==> config.mk <==
export PLATFORM = sky130hd
export DESIGN_NAME = cscan_disk_scheduler
export DESIGN_NICKNAME = d
export VERILOG_FILES = /design/src/rtl/cscan_pkg.sv /design/src/rtl/cscan_cell.sv /design/src/rtl/cscan_disk_scheduler.sv
export VERILOG_INCLUDE_DIRS = /design/src /design/src/rtl
export SDC_FILE = /design/constraint.sdc
export NUM_CORES = 2
export LEC_CHECK = 0
export BUFFER_PORTS_ARGS = -buffer_cell sky130_fd_sc_hd__buf_2
export CORE_UTILIZATION = 37
export CTS_CLUSTER_SIZE = 12
export DETAILED_ROUTE_END_ITERATION = 16
export GPL_TIMING_DRIVEN = 0
export SLEW_MARGIN = 20
export SYNTH_ARGS = -nofsm -noshare
export SYNTH_HDL_FRONTEND = slang
export SYNTH_SLANG_ARGS = --single-unit
==> constraint.sdc <==
create_clock -name aclk -period 20.3 [get_ports aclk]
set_clock_uncertainty 0.1 [all_clocks]
set_input_delay 0 -clock aclk [delete_from_list [all_inputs] [get_ports aclk]]
set_output_delay 0 -clock aclk [all_outputs]
set_load 0.03 [all_outputs]
==> src/rtl/cscan_disk_scheduler_macros.svh <==
// ----------------------------------------------------------------------------
// C-SCAN disk scheduler assertion macros
// Shared concurrent assertion forms, clocked on aclk and disabled in reset.
// ----------------------------------------------------------------------------
`ifndef CSCAN_DISK_SCHEDULER_MACROS_SVH
`define CSCAN_DISK_SCHEDULER_MACROS_SVH

// The consequent must hold in the same cycle as the antecedent.
`define CSCAN_ASSERT_SAME(lbl, ante, cons, msg) \
    lbl: assert property (@(posedge aclk) disable iff (!aresetn) (ante) |-> (cons)) \
        else $error(msg);

// The consequent must hold in the cycle after the antecedent.
`define CSCAN_ASSERT_NEXT(lbl, ante, cons, msg) \
    lbl: assert property (@(posedge aclk) disable iff (!aresetn) (ante) |=> (cons)) \
        else $error(msg);

`endif

==> src/rtl/cscan_pkg.sv <==
`timescale 1ns / 1ps
// ----------------------------------------------------------------------------
// C-SCAN scheduler package
// Widths, register indexes and types shared by the scheduler modules.
// ----------------------------------------------------------------------------
package cscan_pkg;

    localparam int TRACK_BITS    = 16;
    localparam int SEEK_BITS     = 18;
    localparam int SIZE_BITS     = TRACK_BITS + 1;
    localparam int IN_DATA_BITS  = ((TRACK_BITS + 7) / 8) * 8;
    localparam int OUT_DATA_BITS = ((TRACK_BITS + SEEK_BITS + 7) / 8) * 8;
    localparam int CFG_IDX_BITS  = 1;

    localparam logic [CFG_IDX_BITS-1:0] REG_DISK_SIZE  = 1'b0;
    localparam logic [CFG_IDX_BITS-1:0] REG_START_HEAD = 1'b1;

    localparam logic [SIZE_BITS-1:0] DISK_SIZE_RESET = SIZE_BITS'(200);

    typedef logic [TRACK_BITS-1:0] track_t;
    typedef logic [SEEK_BITS-1:0]  seek_t;

    localparam seek_t SEEK_MAX = '1;

    typedef struct packed {
        logic insert;
        logic shift;
    } cell_ctl_t;

endpackage

==> src/rtl/cscan_cell.sv <==
`timescale 1ns / 1ps
// ----------------------------------------------------------------------------
// C-SCAN sorting cell
// One stage of the request chain: keeps the row sorted on insertion and
// shifts towards the head of the row while the schedule is read out.
// ----------------------------------------------------------------------------
module cscan_cell (
    input  logic                aclk,
    input  logic                aresetn,
    input  cscan_pkg::cell_ctl_t ctl,
    input  cscan_pkg::track_t   ins_key,
    input  cscan_pkg::track_t   prev_key,
    input  logic                prev_valid,
    input  logic                prev_gt,
    input  cscan_pkg::track_t   next_key,
    input  logic                next_valid,
    output cscan_pkg::track_t   key,
    output logic                valid,
    output logic                gt
);

    cscan_pkg::track_t key_reg;
    cscan_pkg::track_t key_next;
    logic              valid_reg;
    logic              valid_next;

    assign gt    = valid_reg && (key_reg > ins_key);
    assign key   = key_reg;
    assign valid = valid_reg;

    always_comb begin
        key_next   = key_reg;
        valid_next = valid_reg;
        if (ctl.shift) begin
            key_next   = next_key;
            valid_next = next_valid;
        end else if (ctl.insert && (!valid_reg || gt)) begin
            if (prev_gt) begin
                key_next   = prev_key;
                valid_next = 1'b1;
            end else if (prev_valid) begin
                key_next   = ins_key;
                valid_next = 1'b1;
            end
        end
    end

    always_ff @(posedge aclk) begin
        if (!aresetn) begin
            valid_reg <= 1'b0;
        end else begin
            valid_reg <= valid_next;
        end
    end

    always_ff @(posedge aclk) begin
        key_reg <= key_next;
    end

endmodule

==> src/rtl/cscan_disk_scheduler.sv <==
`timescale 1ns / 1ps
// ----------------------------------------------------------------------------
// C-SCAN disk scheduler
// Requests stream in on the s_ channel and are kept in a sorted row of cells.
// The transfer with s_tlast high closes the batch; the block then sends the
// C-SCAN service order on the m_ channel with the running seek total.
// Tracks above start_head come first in ascending order together with the
// disk end, then the head jumps to track 0 (costing disk_size - 1) and the
// tracks below start_head follow in ascending order. Requests equal to the
// head are dropped; requests beyond MAX_REQUESTS are dropped and every result
// of that batch carries the overflow flag in m_tuser.
// Loading takes one request per cycle. After the closing transfer the row is
// rotated once through all MAX_REQUESTS cells and then drained once; the
// first result is registered in the output register from the ST_UP state
// that follows the closing transfer at the earliest.
// s_tready is low while a schedule is being sent. A stalled receiver holds
// the output register and freezes the row whenever the next step has a
// result to send. Reset empties the row, sets disk_size to 200 and
// start_head to 0. The user must write the configuration port only while no
// schedule is pending; the block itself does not enforce this.
// ----------------------------------------------------------------------------
`include "cscan_disk_scheduler_macros.svh"

module cscan_disk_scheduler #(
    parameter int MAX_REQUESTS = 32
) (
    input  logic                                  aclk,
    input  logic                                  aresetn,
    input  logic                                  cfg_wr_en,
    input  logic [cscan_pkg::CFG_IDX_BITS-1:0]    cfg_index,
    input  logic [cscan_pkg::SIZE_BITS-1:0]       cfg_wdata,
    input  logic                                  s_tvalid,
    output logic                                  s_tready,
    // Fields from bit 0: track_number.
    input  logic [cscan_pkg::IN_DATA_BITS-1:0]    s_tdata,
    input  logic                                  s_tlast,
    output logic                                  m_tvalid,
    input  logic                                  m_tready,
    // Fields from bit 0: visited_track, cumulative_seek, zero padding.
    output logic [cscan_pkg::OUT_DATA_BITS-1:0]   m_tdata,
    // Fields from bit 0: overflow_flag.
    output logic                                  m_tuser,
    output logic                                  m_tlast
);

    localparam int CNT_BITS = $clog2(MAX_REQUESTS + 1);
    localparam logic [CNT_BITS-1:0] MAX_CNT = CNT_BITS'(MAX_REQUESTS);
    localparam logic [CNT_BITS-1:0] CNT_ONE = CNT_BITS'(1);
    localparam int PAD_BITS = cscan_pkg::OUT_DATA_BITS - cscan_pkg::TRACK_BITS
                              - cscan_pkg::SEEK_BITS;

    localparam logic [2:0] ST_LOAD = 3'd0;
    localparam logic [2:0] ST_UP   = 3'd1;
    localparam logic [2:0] ST_END  = 3'd2;
    localparam logic [2:0] ST_ZERO = 3'd3;
    localparam logic [2:0] ST_DOWN = 3'd4;

    logic [cscan_pkg::SIZE_BITS-1:0] disk_size_reg;
    cscan_pkg::track_t               start_head_reg;

    logic [2:0]          state_reg,    state_next;
    logic [CNT_BITS-1:0] req_reg,      req_next;
    logic [CNT_BITS-1:0] cnt_reg,      cnt_next;
    logic [CNT_BITS-1:0] left_reg,     left_next;
    logic                ovf_reg,      ovf_next;
    logic                end_done_reg, end_done_next;
    cscan_pkg::track_t   pos_reg,      pos_next;
    cscan_pkg::seek_t    seek_reg,     seek_next;

    logic              m_valid_reg;
    cscan_pkg::track_t m_track_reg;
    cscan_pkg::seek_t  m_seek_reg;
    logic              m_ovf_reg;
    logic              m_last_reg;

    cscan_pkg::track_t   cell_key   [MAX_REQUESTS];
    logic [MAX_REQUESTS-1:0] cell_valid;
    logic [MAX_REQUESTS-1:0] cell_gt;
    cscan_pkg::cell_ctl_t cell_ctl;

    cscan_pkg::track_t end_track;
    cscan_pkg::track_t head;
    cscan_pkg::track_t k0;
    logic              v0;
    logic              in_xfer;
    logic              out_free;
    logic              close_batch;
    logic              emit;
    logic              emit_jump;
    logic              emit_last;
    logic              do_shift;
    logic              do_insert;
    logic              recirc;
    cscan_pkg::track_t emit_track;
    cscan_pkg::track_t seek_step;
    cscan_pkg::track_t addend;
    logic [cscan_pkg::SEEK_BITS:0] seek_sum;
    cscan_pkg::seek_t  seek_sat;

    assign head     = start_head_reg;
    assign k0       = cell_key[0];
    assign v0       = cell_valid[0];
    assign s_tready = (state_reg == ST_LOAD);
    assign in_xfer  = s_tvalid && s_tready;
    assign out_free = !m_valid_reg || m_tready;

    always_comb begin
        if (disk_size_reg == '0) begin
            end_track = '0;
        end else if (disk_size_reg[cscan_pkg::SIZE_BITS-1]) begin
            end_track = '1;
        end else begin
            end_track = disk_size_reg[cscan_pkg::TRACK_BITS-1:0] - cscan_pkg::track_t'(1);
        end
    end

    // Sorted row of cells; cell 0 holds the smallest track.
    assign cell_ctl.insert = do_insert;
    assign cell_ctl.shift  = do_shift;

    for (genvar i = 0; i < MAX_REQUESTS; i++) begin : g_cell
        cscan_pkg::track_t prev_key_w;
        logic              prev_valid_w;
        logic              prev_gt_w;
        cscan_pkg::track_t next_key_w;
        logic              next_valid_w;

        if (i == 0) begin : g_first
            assign prev_key_w   = '0;
            assign prev_valid_w = 1'b1;
            assign prev_gt_w    = 1'b0;
        end else begin : g_inner
            assign prev_key_w   = cell_key[i-1];
            assign prev_valid_w = cell_valid[i-1];
            assign prev_gt_w    = cell_gt[i-1];
        end

        if (i == MAX_REQUESTS - 1) begin : g_tail
            assign next_key_w   = k0;
            assign next_valid_w = recirc;
        end else begin : g_body
            assign next_key_w   = cell_key[i+1];
            assign next_valid_w = cell_valid[i+1];
        end

        cscan_cell u_cell (
            .aclk       (aclk),
            .aresetn    (aresetn),
            .ctl        (cell_ctl),
            .ins_key    (s_tdata[cscan_pkg::TRACK_BITS-1:0]),
            .prev_key   (prev_key_w),
            .prev_valid (prev_valid_w),
            .prev_gt    (prev_gt_w),
            .next_key   (next_key_w),
            .next_valid (next_valid_w),
            .key        (cell_key[i]),
            .valid      (cell_valid[i]),
            .gt         (cell_gt[i])
        );
    end

    always_comb begin
        state_next    = state_reg;
        req_next      = req_reg;
        cnt_next      = cnt_reg;
        left_next     = left_reg;
        ovf_next      = ovf_reg;
        end_done_next = end_done_reg;
        close_batch   = 1'b0;
        emit          = 1'b0;
        emit_jump     = 1'b0;
        emit_last     = 1'b0;
        emit_track    = k0;
        do_shift      = 1'b0;
        do_insert     = 1'b0;
        recirc        = 1'b0;
        unique case (state_reg)
            ST_LOAD: begin
                if (in_xfer) begin
                    if (req_reg < MAX_CNT) begin
                        do_insert = 1'b1;
                        req_next  = req_reg + CNT_ONE;
                    end else begin
                        ovf_next = 1'b1;
                    end
                    if (s_tlast) begin
                        close_batch   = 1'b1;
                        state_next    = ST_UP;
                        cnt_next      = '0;
                        left_next     = '0;
                        end_done_next = 1'b0;
                    end
                end
            end
            ST_UP: begin
                if (cnt_reg == MAX_CNT) begin
                    state_next = ST_END;
                end else if (!v0 || (k0 == head)) begin
                    do_shift = 1'b1;
                    cnt_next = cnt_reg + CNT_ONE;
                end else if (k0 < head) begin
                    do_shift  = 1'b1;
                    recirc    = 1'b1;
                    cnt_next  = cnt_reg + CNT_ONE;
                    left_next = left_reg + CNT_ONE;
                end else if (out_free) begin
                    emit = 1'b1;
                    if (!end_done_reg && (end_track <= k0)) begin
                        emit_track    = end_track;
                        end_done_next = 1'b1;
                    end else begin
                        do_shift = 1'b1;
                        cnt_next = cnt_reg + CNT_ONE;
                    end
                end
            end
            ST_END: begin
                if (end_done_reg) begin
                    state_next = ST_ZERO;
                end else if (out_free) begin
                    emit          = 1'b1;
                    emit_track    = end_track;
                    end_done_next = 1'b1;
                    state_next    = ST_ZERO;
                end
            end
            ST_ZERO: begin
                if (out_free) begin
                    emit       = 1'b1;
                    emit_jump  = 1'b1;
                    emit_track = '0;
                    emit_last  = (left_reg == '0);
                    state_next = (left_reg == '0) ? ST_LOAD : ST_DOWN;
                end
            end
            ST_DOWN: begin
                if (!v0) begin
                    do_shift = 1'b1;
                end else if (out_free) begin
                    emit      = 1'b1;
                    do_shift  = 1'b1;
                    left_next = left_reg - CNT_ONE;
                    emit_last = (left_reg == CNT_ONE);
                    if (left_reg == CNT_ONE) begin
                        state_next = ST_LOAD;
                    end
                end
            end
            default: begin
                state_next = ST_LOAD;
            end
        endcase
        if (emit && emit_last) begin
            req_next = '0;
            ovf_next = 1'b0;
        end
    end

    // Seek accumulation: the jump to track 0 costs the disk end track.
    assign seek_step = (emit_track >= pos_reg) ? (emit_track - pos_reg)
                                               : (pos_reg - emit_track);
    assign addend   = emit_jump ? end_track : seek_step;
    assign seek_sum = {1'b0, seek_reg} + (cscan_pkg::SEEK_BITS + 1)'(addend);
    assign seek_sat = seek_sum[cscan_pkg::SEEK_BITS] ? cscan_pkg::SEEK_MAX
                                                     : seek_sum[cscan_pkg::SEEK_BITS-1:0];

    always_comb begin
        pos_next  = pos_reg;
        seek_next = seek_reg;
        if (close_batch) begin
            pos_next  = head;
            seek_next = '0;
        end else if (emit) begin
            pos_next  = emit_track;
            seek_next = seek_sat;
        end
    end

    always_ff @(posedge aclk) begin
        if (!aresetn) begin
            disk_size_reg  <= cscan_pkg::DISK_SIZE_RESET;
            start_head_reg <= '0;
        end else if (cfg_wr_en) begin
            unique case (cfg_index)
                cscan_pkg::REG_DISK_SIZE: begin
                    disk_size_reg <= cfg_wdata;
                end
                cscan_pkg::REG_START_HEAD: begin
                    start_head_reg <= cfg_wdata[cscan_pkg::TRACK_BITS-1:0];
                end
                default: begin
                    disk_size_reg <= disk_size_reg;
                end
            endcase
        end
    end

    always_ff @(posedge aclk) begin
        if (!aresetn) begin
            state_reg    <= ST_LOAD;
            req_reg      <= '0;
            cnt_reg      <= '0;
            left_reg     <= '0;
            ovf_reg      <= 1'b0;
            end_done_reg <= 1'b0;
            m_valid_reg  <= 1'b0;
        end else begin
            state_reg    <= state_next;
            req_reg      <= req_next;
            cnt_reg      <= cnt_next;
            left_reg     <= left_next;
            ovf_reg      <= ovf_next;
            end_done_reg <= end_done_next;
            if (emit) begin
                m_valid_reg <= 1'b1;
            end else if (m_tready) begin
                m_valid_reg <= 1'b0;
            end
        end
    end

    always_ff @(posedge aclk) begin
        pos_reg  <= pos_next;
        seek_reg <= seek_next;
        if (emit) begin
            m_track_reg <= emit_track;
            m_seek_reg  <= seek_sat;
            m_ovf_reg   <= ovf_reg;
            m_last_reg  <= emit_last;
        end
    end

    assign m_tvalid = m_valid_reg;
    assign m_tdata  = {{PAD_BITS{1'b0}}, m_seek_reg, m_track_reg};
    assign m_tuser  = m_ovf_reg;
    assign m_tlast  = m_last_reg;

    `CSCAN_ASSERT_SAME(a_req_bound, 1'b1, req_reg <= MAX_CNT, "Request count exceeds the row length.")
    `CSCAN_ASSERT_SAME(a_row_fill, state_reg == ST_LOAD, $countones(cell_valid) == int'(req_reg), "Occupied cells do not match the request count.")
    `CSCAN_ASSERT_NEXT(a_batch_done, emit && emit_last, (state_reg == ST_LOAD) && (req_reg == '0), "Batch not cleared after its final result.")
    `CSCAN_ASSERT_SAME(a_down_left, state_reg == ST_DOWN, left_reg != '0, "Draining with no lower tracks left.")

endmodule
======== Word level (Yosys, flattened, before mapping) ========
Cells that the tools add are included.
W data, S select, Z words.
word-level totals
  output and inout port bits .............. 44
  input port bits ......................... 40
  register bits after elaboration ......... 671
  word-level logic and storage cells ...... 728
operators by class
  reductions and logical operators ........ 246
  multiplexer cells ....................... 333
  bitwise gates (word level) .............. 3
  order comparisons ....................... 36
  add/sub/neg operators ................... 8
  equal/unequal tests ..................... 23
operator list
  kind                   number
  $mux W16               140
  $gt A16 B16 Y1         32
  $mux W1                162
  $reduce_bool A3 Y1     33
  $mux W6                12
  $reduce_bool A2 Y1     35
  $logic_and A1 B1 Y1    67
  $reduce_and A2 Y1      33
  $pmux W16 S3           1
  $logic_not A1 Y1       34
  $logic_or A1 B1 Y1     34
  $sub A16 B16 Y16       2
  $mux W3                10
  $reduce_and A8 Y1      3
  $ne A2 B2 Y1 const B   10
  $add A18 B16 Y19       1
  $add A6 B1 Y6 const B  3
  $mux W18               1
  $pmux W6 S3            1
  $logic_not A17 Y1      1
  $eq A16 B16 Y1         1
  $ge A16 B16 Y1         1
  $le A16 B16 Y1         1
  $lt A16 B16 Y1         1
  other kinds (22)       30

======== Depth between registers and ports, before layout ========
  word-level depth ........................ 16
  depth in mapped cells ................... 40

======== Modules after synthesis ========
A second synthesis with hierarchy kept.
unflattened totals
  cells, all modules ...................... 5569
  area, all modules ....................... 51429.3 um^2
by module, submodules not included
  module                times used  area an instance (um^2)  cells an instance
  cscan_cell            32          1308.8                   136
  cscan_disk_scheduler  1           9549.2                   1217

======== Worst setup path after synthesis ========
OpenSTA, ideal clock, no wires.
  kind .................................... reg2reg
  start ................................... register disk_size_reg[2] (netlist name)
  end ..................................... register m_seek_reg[10], data pin
  setup time .............................. 0.262 ns
  buffers on the path ..................... 5
  setup slack ............................. 11.314 ns
  arrival ................................. 8.624 ns
  stages on the path, launching flop included .. 36
  clock period less this slack ............ 8.986 ns
  path through ............................ dfxtp_1 > or4_1 > buf_2 > or4_4 > or4_1 > nand3_1 > nor2b_1 > ha_1 > nand4_1 > nor4_1 > nor3_1 > o31ai_1 > nand4_1 > or4b_1 > and3_4 > ha_1 > clkbuf_1 > nand4_1 > a311oi_1 > a21oi_1 > a31oi_1 > buf_2 > buf_1 > nand2_1 > o21ai_0 > xnor2_1 > a21oi_1 > ha_1 > nor2b_1 > o31a_1 > o31a_1 > o41ai_1 > o21ai_0 > and3_1 > clkbuf_1 > or2_2
on the way
  cells in the longest elaborated chain, start to end .. 16
  elaborated cells between the ends (all ways) .. 21
  those cells by class .................... 4 x add/sub; 2 x order compare; 13 x mux; 2 x reduce/logical
ends and longest elaborated chain
  element                                         line                         RTL
  start, declared                                 cscan_disk_scheduler.sv:58   logic [cscan_pkg::SIZE_BITS-1:0] disk_size_reg;
  start signal, assigned                          cscan_disk_scheduler.sv:281  disk_size_reg <= cscan_pkg::DISK_SIZE_RESET;
  start signal, assigned                          cscan_disk_scheduler.sv:286  disk_size_reg <= cfg_wdata;
  start signal, assigned                          cscan_disk_scheduler.sv:292  disk_size_reg <= disk_size_reg;
  $sub A16 B1 Y16                                 cscan_disk_scheduler.sv:113  end_track = disk_size_reg[cscan_pkg::TRACK_BITS-1:0] - cscan_pkg::track_t'(1);
  $mux W16                                        cscan_disk_scheduler.sv:110  end else if (disk_size_reg[cscan_pkg::SIZE_BITS-1]) begin
  $mux W16 *                                      cscan_disk_scheduler.sv:108  if (disk_size_reg == '0) begin
  $le A16 B16 Y1                                  cscan_disk_scheduler.sv:208  if (!end_done_reg && (end_track <= k0)) begin
  $logic_and A1 B1 Y1                             cscan_disk_scheduler.sv:208
  $mux W16                                        cscan_disk_scheduler.sv:208
  $mux W16                                        cscan_disk_scheduler.sv:206  end else if (out_free) begin
  $mux W16                                        cscan_disk_scheduler.sv:201  end else if (k0 < head) begin
  [... 2 more ...]                                --
  $pmux W16 S3 *                                  cscan_disk_scheduler.sv:177  unique case (state_reg)
  named net emit_track[5]                         cscan_disk_scheduler.sv:94   cscan_pkg::track_t emit_track;
  $sub A16 B16 Y16, or another cell as far along  cscan_disk_scheduler.sv:261  : (pos_reg - emit_track);
  $mux W16 *                                      cscan_disk_scheduler.sv:260  assign seek_step = (emit_track >= pos_reg) ? (emit_track - pos_reg)
  $mux W16 *                                      cscan_disk_scheduler.sv:262  assign addend = emit_jump ? end_track : seek_step;
  $add A18 B16 Y19 *                              cscan_disk_scheduler.sv:263  assign seek_sum = {1'b0, seek_reg} + (cscan_pkg::SEEK_BITS + 1)'(addend);
  $mux W18 *                                      cscan_disk_scheduler.sv:264  assign seek_sat = seek_sum[cscan_pkg::SEEK_BITS] ? cscan_pkg::SEEK_MAX
  named net seek_sat[10]                          cscan_disk_scheduler.sv:98   cscan_pkg::seek_t seek_sat;
  end signal, assigned                            cscan_disk_scheduler.sv:327  m_seek_reg <= seek_sat;
  end, declared                                   cscan_disk_scheduler.sv:72   cscan_pkg::seek_t m_seek_reg;
Mark *: on every way through the listed nets, which the timed path passes. The rest lies on a longest branch.
A chain may end at the register's enable or synchronous reset.

======== Worst setup path after layout ========
  start ................................... register disk_size_reg[2] (netlist name)
  end ..................................... register seek_reg[13]
on the way
  cells in the longest elaborated chain, start to end .. 16
  elaborated cells between the ends (all ways) .. 21
  those cells by class .................... 4 x add/sub; 2 x order compare; 13 x mux; 2 x reduce/logical
ends and longest elaborated chain
  element                                         line                         RTL
  $sub A16 B1 Y16                                 cscan_disk_scheduler.sv:113
  $mux W16                                        cscan_disk_scheduler.sv:110
  $mux W16 *                                      cscan_disk_scheduler.sv:108
  $le A16 B16 Y1                                  cscan_disk_scheduler.sv:208
  $logic_and A1 B1 Y1                             cscan_disk_scheduler.sv:208
  $mux W16                                        cscan_disk_scheduler.sv:208
  $mux W16                                        cscan_disk_scheduler.sv:206
  $mux W16                                        cscan_disk_scheduler.sv:201
  $mux W16                                        cscan_disk_scheduler.sv:198  end else if (!v0 || (k0 == head)) begin
  $mux W16                                        cscan_disk_scheduler.sv:196  if (cnt_reg == MAX_CNT) begin
  $pmux W16 S3 *                                  cscan_disk_scheduler.sv:177
  named net emit_track[2]                         cscan_disk_scheduler.sv:94
  $sub A16 B16 Y16, or another cell as far along  cscan_disk_scheduler.sv:261
  $mux W16 *                                      cscan_disk_scheduler.sv:260
  $mux W16 *                                      cscan_disk_scheduler.sv:262
  $add A18 B16 Y19 *                              cscan_disk_scheduler.sv:263
  $mux W18 *                                      cscan_disk_scheduler.sv:264
  end signal, assigned                            cscan_disk_scheduler.sv:324  seek_reg <= seek_next;
  end, declared                                   cscan_disk_scheduler.sv:68   cscan_pkg::seek_t seek_reg, seek_next;
Marked as above.

==> metrics.txt <==
status=completed; CTS Buf Count=80; Worst setup SP type=flop; Setup Viol. Count Final=0; Final nets=5866; postcts setup bufs=0; Worst Path Arrival=12.16 ns; Detailed Place HPWL=132 mm; Max IR drop VDD=0.0608 mV; Detail Route Antenna Nets=0; total gr overflow=0; first-pass GRT wire length=268 mm; area delta synth->final=13.1%; Internal Pwr Total=3.54 mW; worst slew pin tran=1.32 ns; Comb power frac=0.373; CTS tree=yes; Die Y=363 µm; FF+latch count, synth=671; sum of negative setup slack=0 ns; CP max stage cell=a311oi_1; Clk Latency, worst-skew pair=0.69 ns; initial antenna violation count=4; min-delay worst type=in2reg; fin crit period=11.70 ns; DRC=0; PortBufs=76; ys async rst share=0; FF/Latch Area=19100 µm²; CTS sink count=671; Post-synth EDFFs=564; Max Slew Vio Count=0; Yosys Warn Count=0; # IOs=84; H-tree depth=3; Vias/cell=6.06; Final period util=0.576; final core occ=0.424; Initial Util=0.375; CP Class=reg2reg; Net Switching=2.34 mW; RSZ-0062 raised after global routing=false; # Max-Cap Violations=0; syn_area_per_cell=9.67 µm²; fill cell total of the finished layout=12422; Synth cell types=79; Sequential Power Share=0.382; fraction of layout cells with a size suffix above 1=0.0709; critical path's largest stage delay=0.82 ns; Hold Violations, Final=0; critical path fanouts, max=10; overall routing resource usage=0.275; core area=128000 µm²; GPL Wtd Cong=1.07; via count=42561; number of global-route vias before repair=40291; Detailed Routing Iterations Pass 1=6; switching share of power=0.397; Max clock buf depth=3; die outline width=363 µm; final hold slack=0.0297 ns; Pleak=22.2 nW; row count=131; sequential share of the synthesized area=0.397; Clk pwr share=0.245; clock root cell=clkbuf_16; Fmax=0.0855 GHz; largest net degree at the start of global routing=38; clock-pin slew on the worst setup and hold paths=0.07 ns; Netlist Area Pre-Place=48100 µm²; final WL=186 mm; WP data required=20.76 ns; PwrDens=108 nW/µm²; max FFs per register=512; mean routed wirelength per cell=26.5 µm; multi-input combinational cell area=27400 µm²; CP Capture Type=flop; DRT iter0 DRCs=5613; Relative slew margins=0.118; die area=131000 µm²; post-synthesis cell count=4974; Primary FF master, synth=edfxtp_1
==> final timing paths <==
check              startpoint           end  slack (ns)  cells past startpoint
max          disk_size_reg[2]  seek_reg[13]        8.60                     36
min reg2reg           ovf_reg       m_tuser        0.35                      0
min              cfg_wdata[1]       head[1]        0.03                      4
max reg2reg  disk_size_reg[2]  seek_reg[13]        8.60                     36
==> worst max-delay path: cells and delay by family (launching register included) <==
family	cells	cell delay [ns]
flip-flops	1	0.36
AO/OA/AOI/OAI	13	4.22
buffers and inverters	6	2.12
adder cells (fa/ha/maj)	3	0.74
XOR/XNOR	1	0.17
AND/OR/NAND/NOR	13	3.86
==> Yosys cell counts (all sizes together), types with 13 or more instances <==
master,number,share of area
nand2,738,0.058
nor3,60,0.0065
a21boi,15,0.0023
or4,16,0.0026
and3,24,0.0033
o211ai,24,0.0037
xor2,17,0.0031
o21ai,648,0.067
nor2b,56,0.0073
nand4,123,0.016
a221oi,25,0.0054
a31o,16,0.0029
dfxtp,107,0.045
nor2,129,0.010
a31oi,19,0.0025
or2,28,0.0036
nor4,13,0.0017
nand3,69,0.0072
and4,16,0.0029
edfxtp,564,0.35
buf,36,0.0039
o21a,66,0.010
a211oi,42,0.0066
xnor2,26,0.0047
ha,599,0.16
or3,23,0.0030
nand2b,22,0.0029
inv,150,0.012
a21oi,256,0.027
a21o,145,0.023
clkbuf,269,0.021
mux2i,477,0.099
==> stage by stage <==
stage | worst slack [ns] | total power, mW | cells | cell area [µm²]
floorplan | 11.31 | 3.60 | 4979 | 48100
global route | 8.01 | 6.15 | 7017 | 54400
CTS | 8.73 | 5.81 | 7017 | 54400
finish | 8.60 | 5.88 | 7018 | 54400
global placement | 8.69 | 4.30 | 6784 | 50700
detailed placement | 8.78 | 4.37 | 6812 | 51300
==> cells by family (layout without fill, tap and decap cells) <==
logic type                 Yosys count  after routing  share of synthesized area
DFF                                671            671                      0.397
AOI/OAI and AO/OA                 1380           1380                      0.173
muxes                              483            483                      0.101
other                                1              7                  0.0000779
buffers and inverters              455            764                     0.0366
xor gates and xnor gates            43             43                    0.00783
and+or+nand+nor                   1339           1339                      0.128
adders and majority gates          602            602                      0.157
==> cell type report <==
class,count,area share
diodes,1,0.0000460
plain buffers,305,0.0229
clock buffers,106,0.0403
clock inverters,40,0.00586
inverters,150,0.0110
multi-input cells,3853,0.503
flip-flops and latches,671,0.351
well taps,1729,0.0397
repair buffers,163,0.0270
==> cells in the final DEF, fill, tap and decap left out, types with 42 or more instances in the layout <==
cell type      count
nor2_1           129
mux2i_1          477
clkbuf_1         248
nor2b_1           56
dfxtp_1          107
edfxtp_1         564
o21a_1            66
a21o_1           145
dlygate4sd3_1     59
nand4_1          123
nand2_1          738
buf_2             91
o21ai_0          629
a211oi_1          42
a21oi_1          256
inv_1            131
nor3_1            59
nand3_1           69
clkbuf_16         81
ha_1             599
==> routing by layer <==
layer	wire length [µm]	track usage
met1	76400	0.367
met2	79800	0.415
met3	19100	0.0616
met4	10900	0.143
met5	23	0
==> timing repair <==
action / 4_1_cts / 5_1_grt
hold buffers: 59 / 0
endpoints found under the hold margin: 77 / 0
resized for setup: 0 / 0
endpoints found under the setup margin: 0 / 0
==> power groups by stage <==
stage	sequential [mW]	combinational [mW]	clock, mW
after floorplan	2.09	1.50	0
after global placement	2.26	2.04	0
after detailed placement	2.25	2.12	0
after CTS	2.22	2.15	1.44
after global routing	2.25	2.41	1.49
final	2.25	2.19	1.44
No activity file was read; power rests on OpenSTA's default activity.
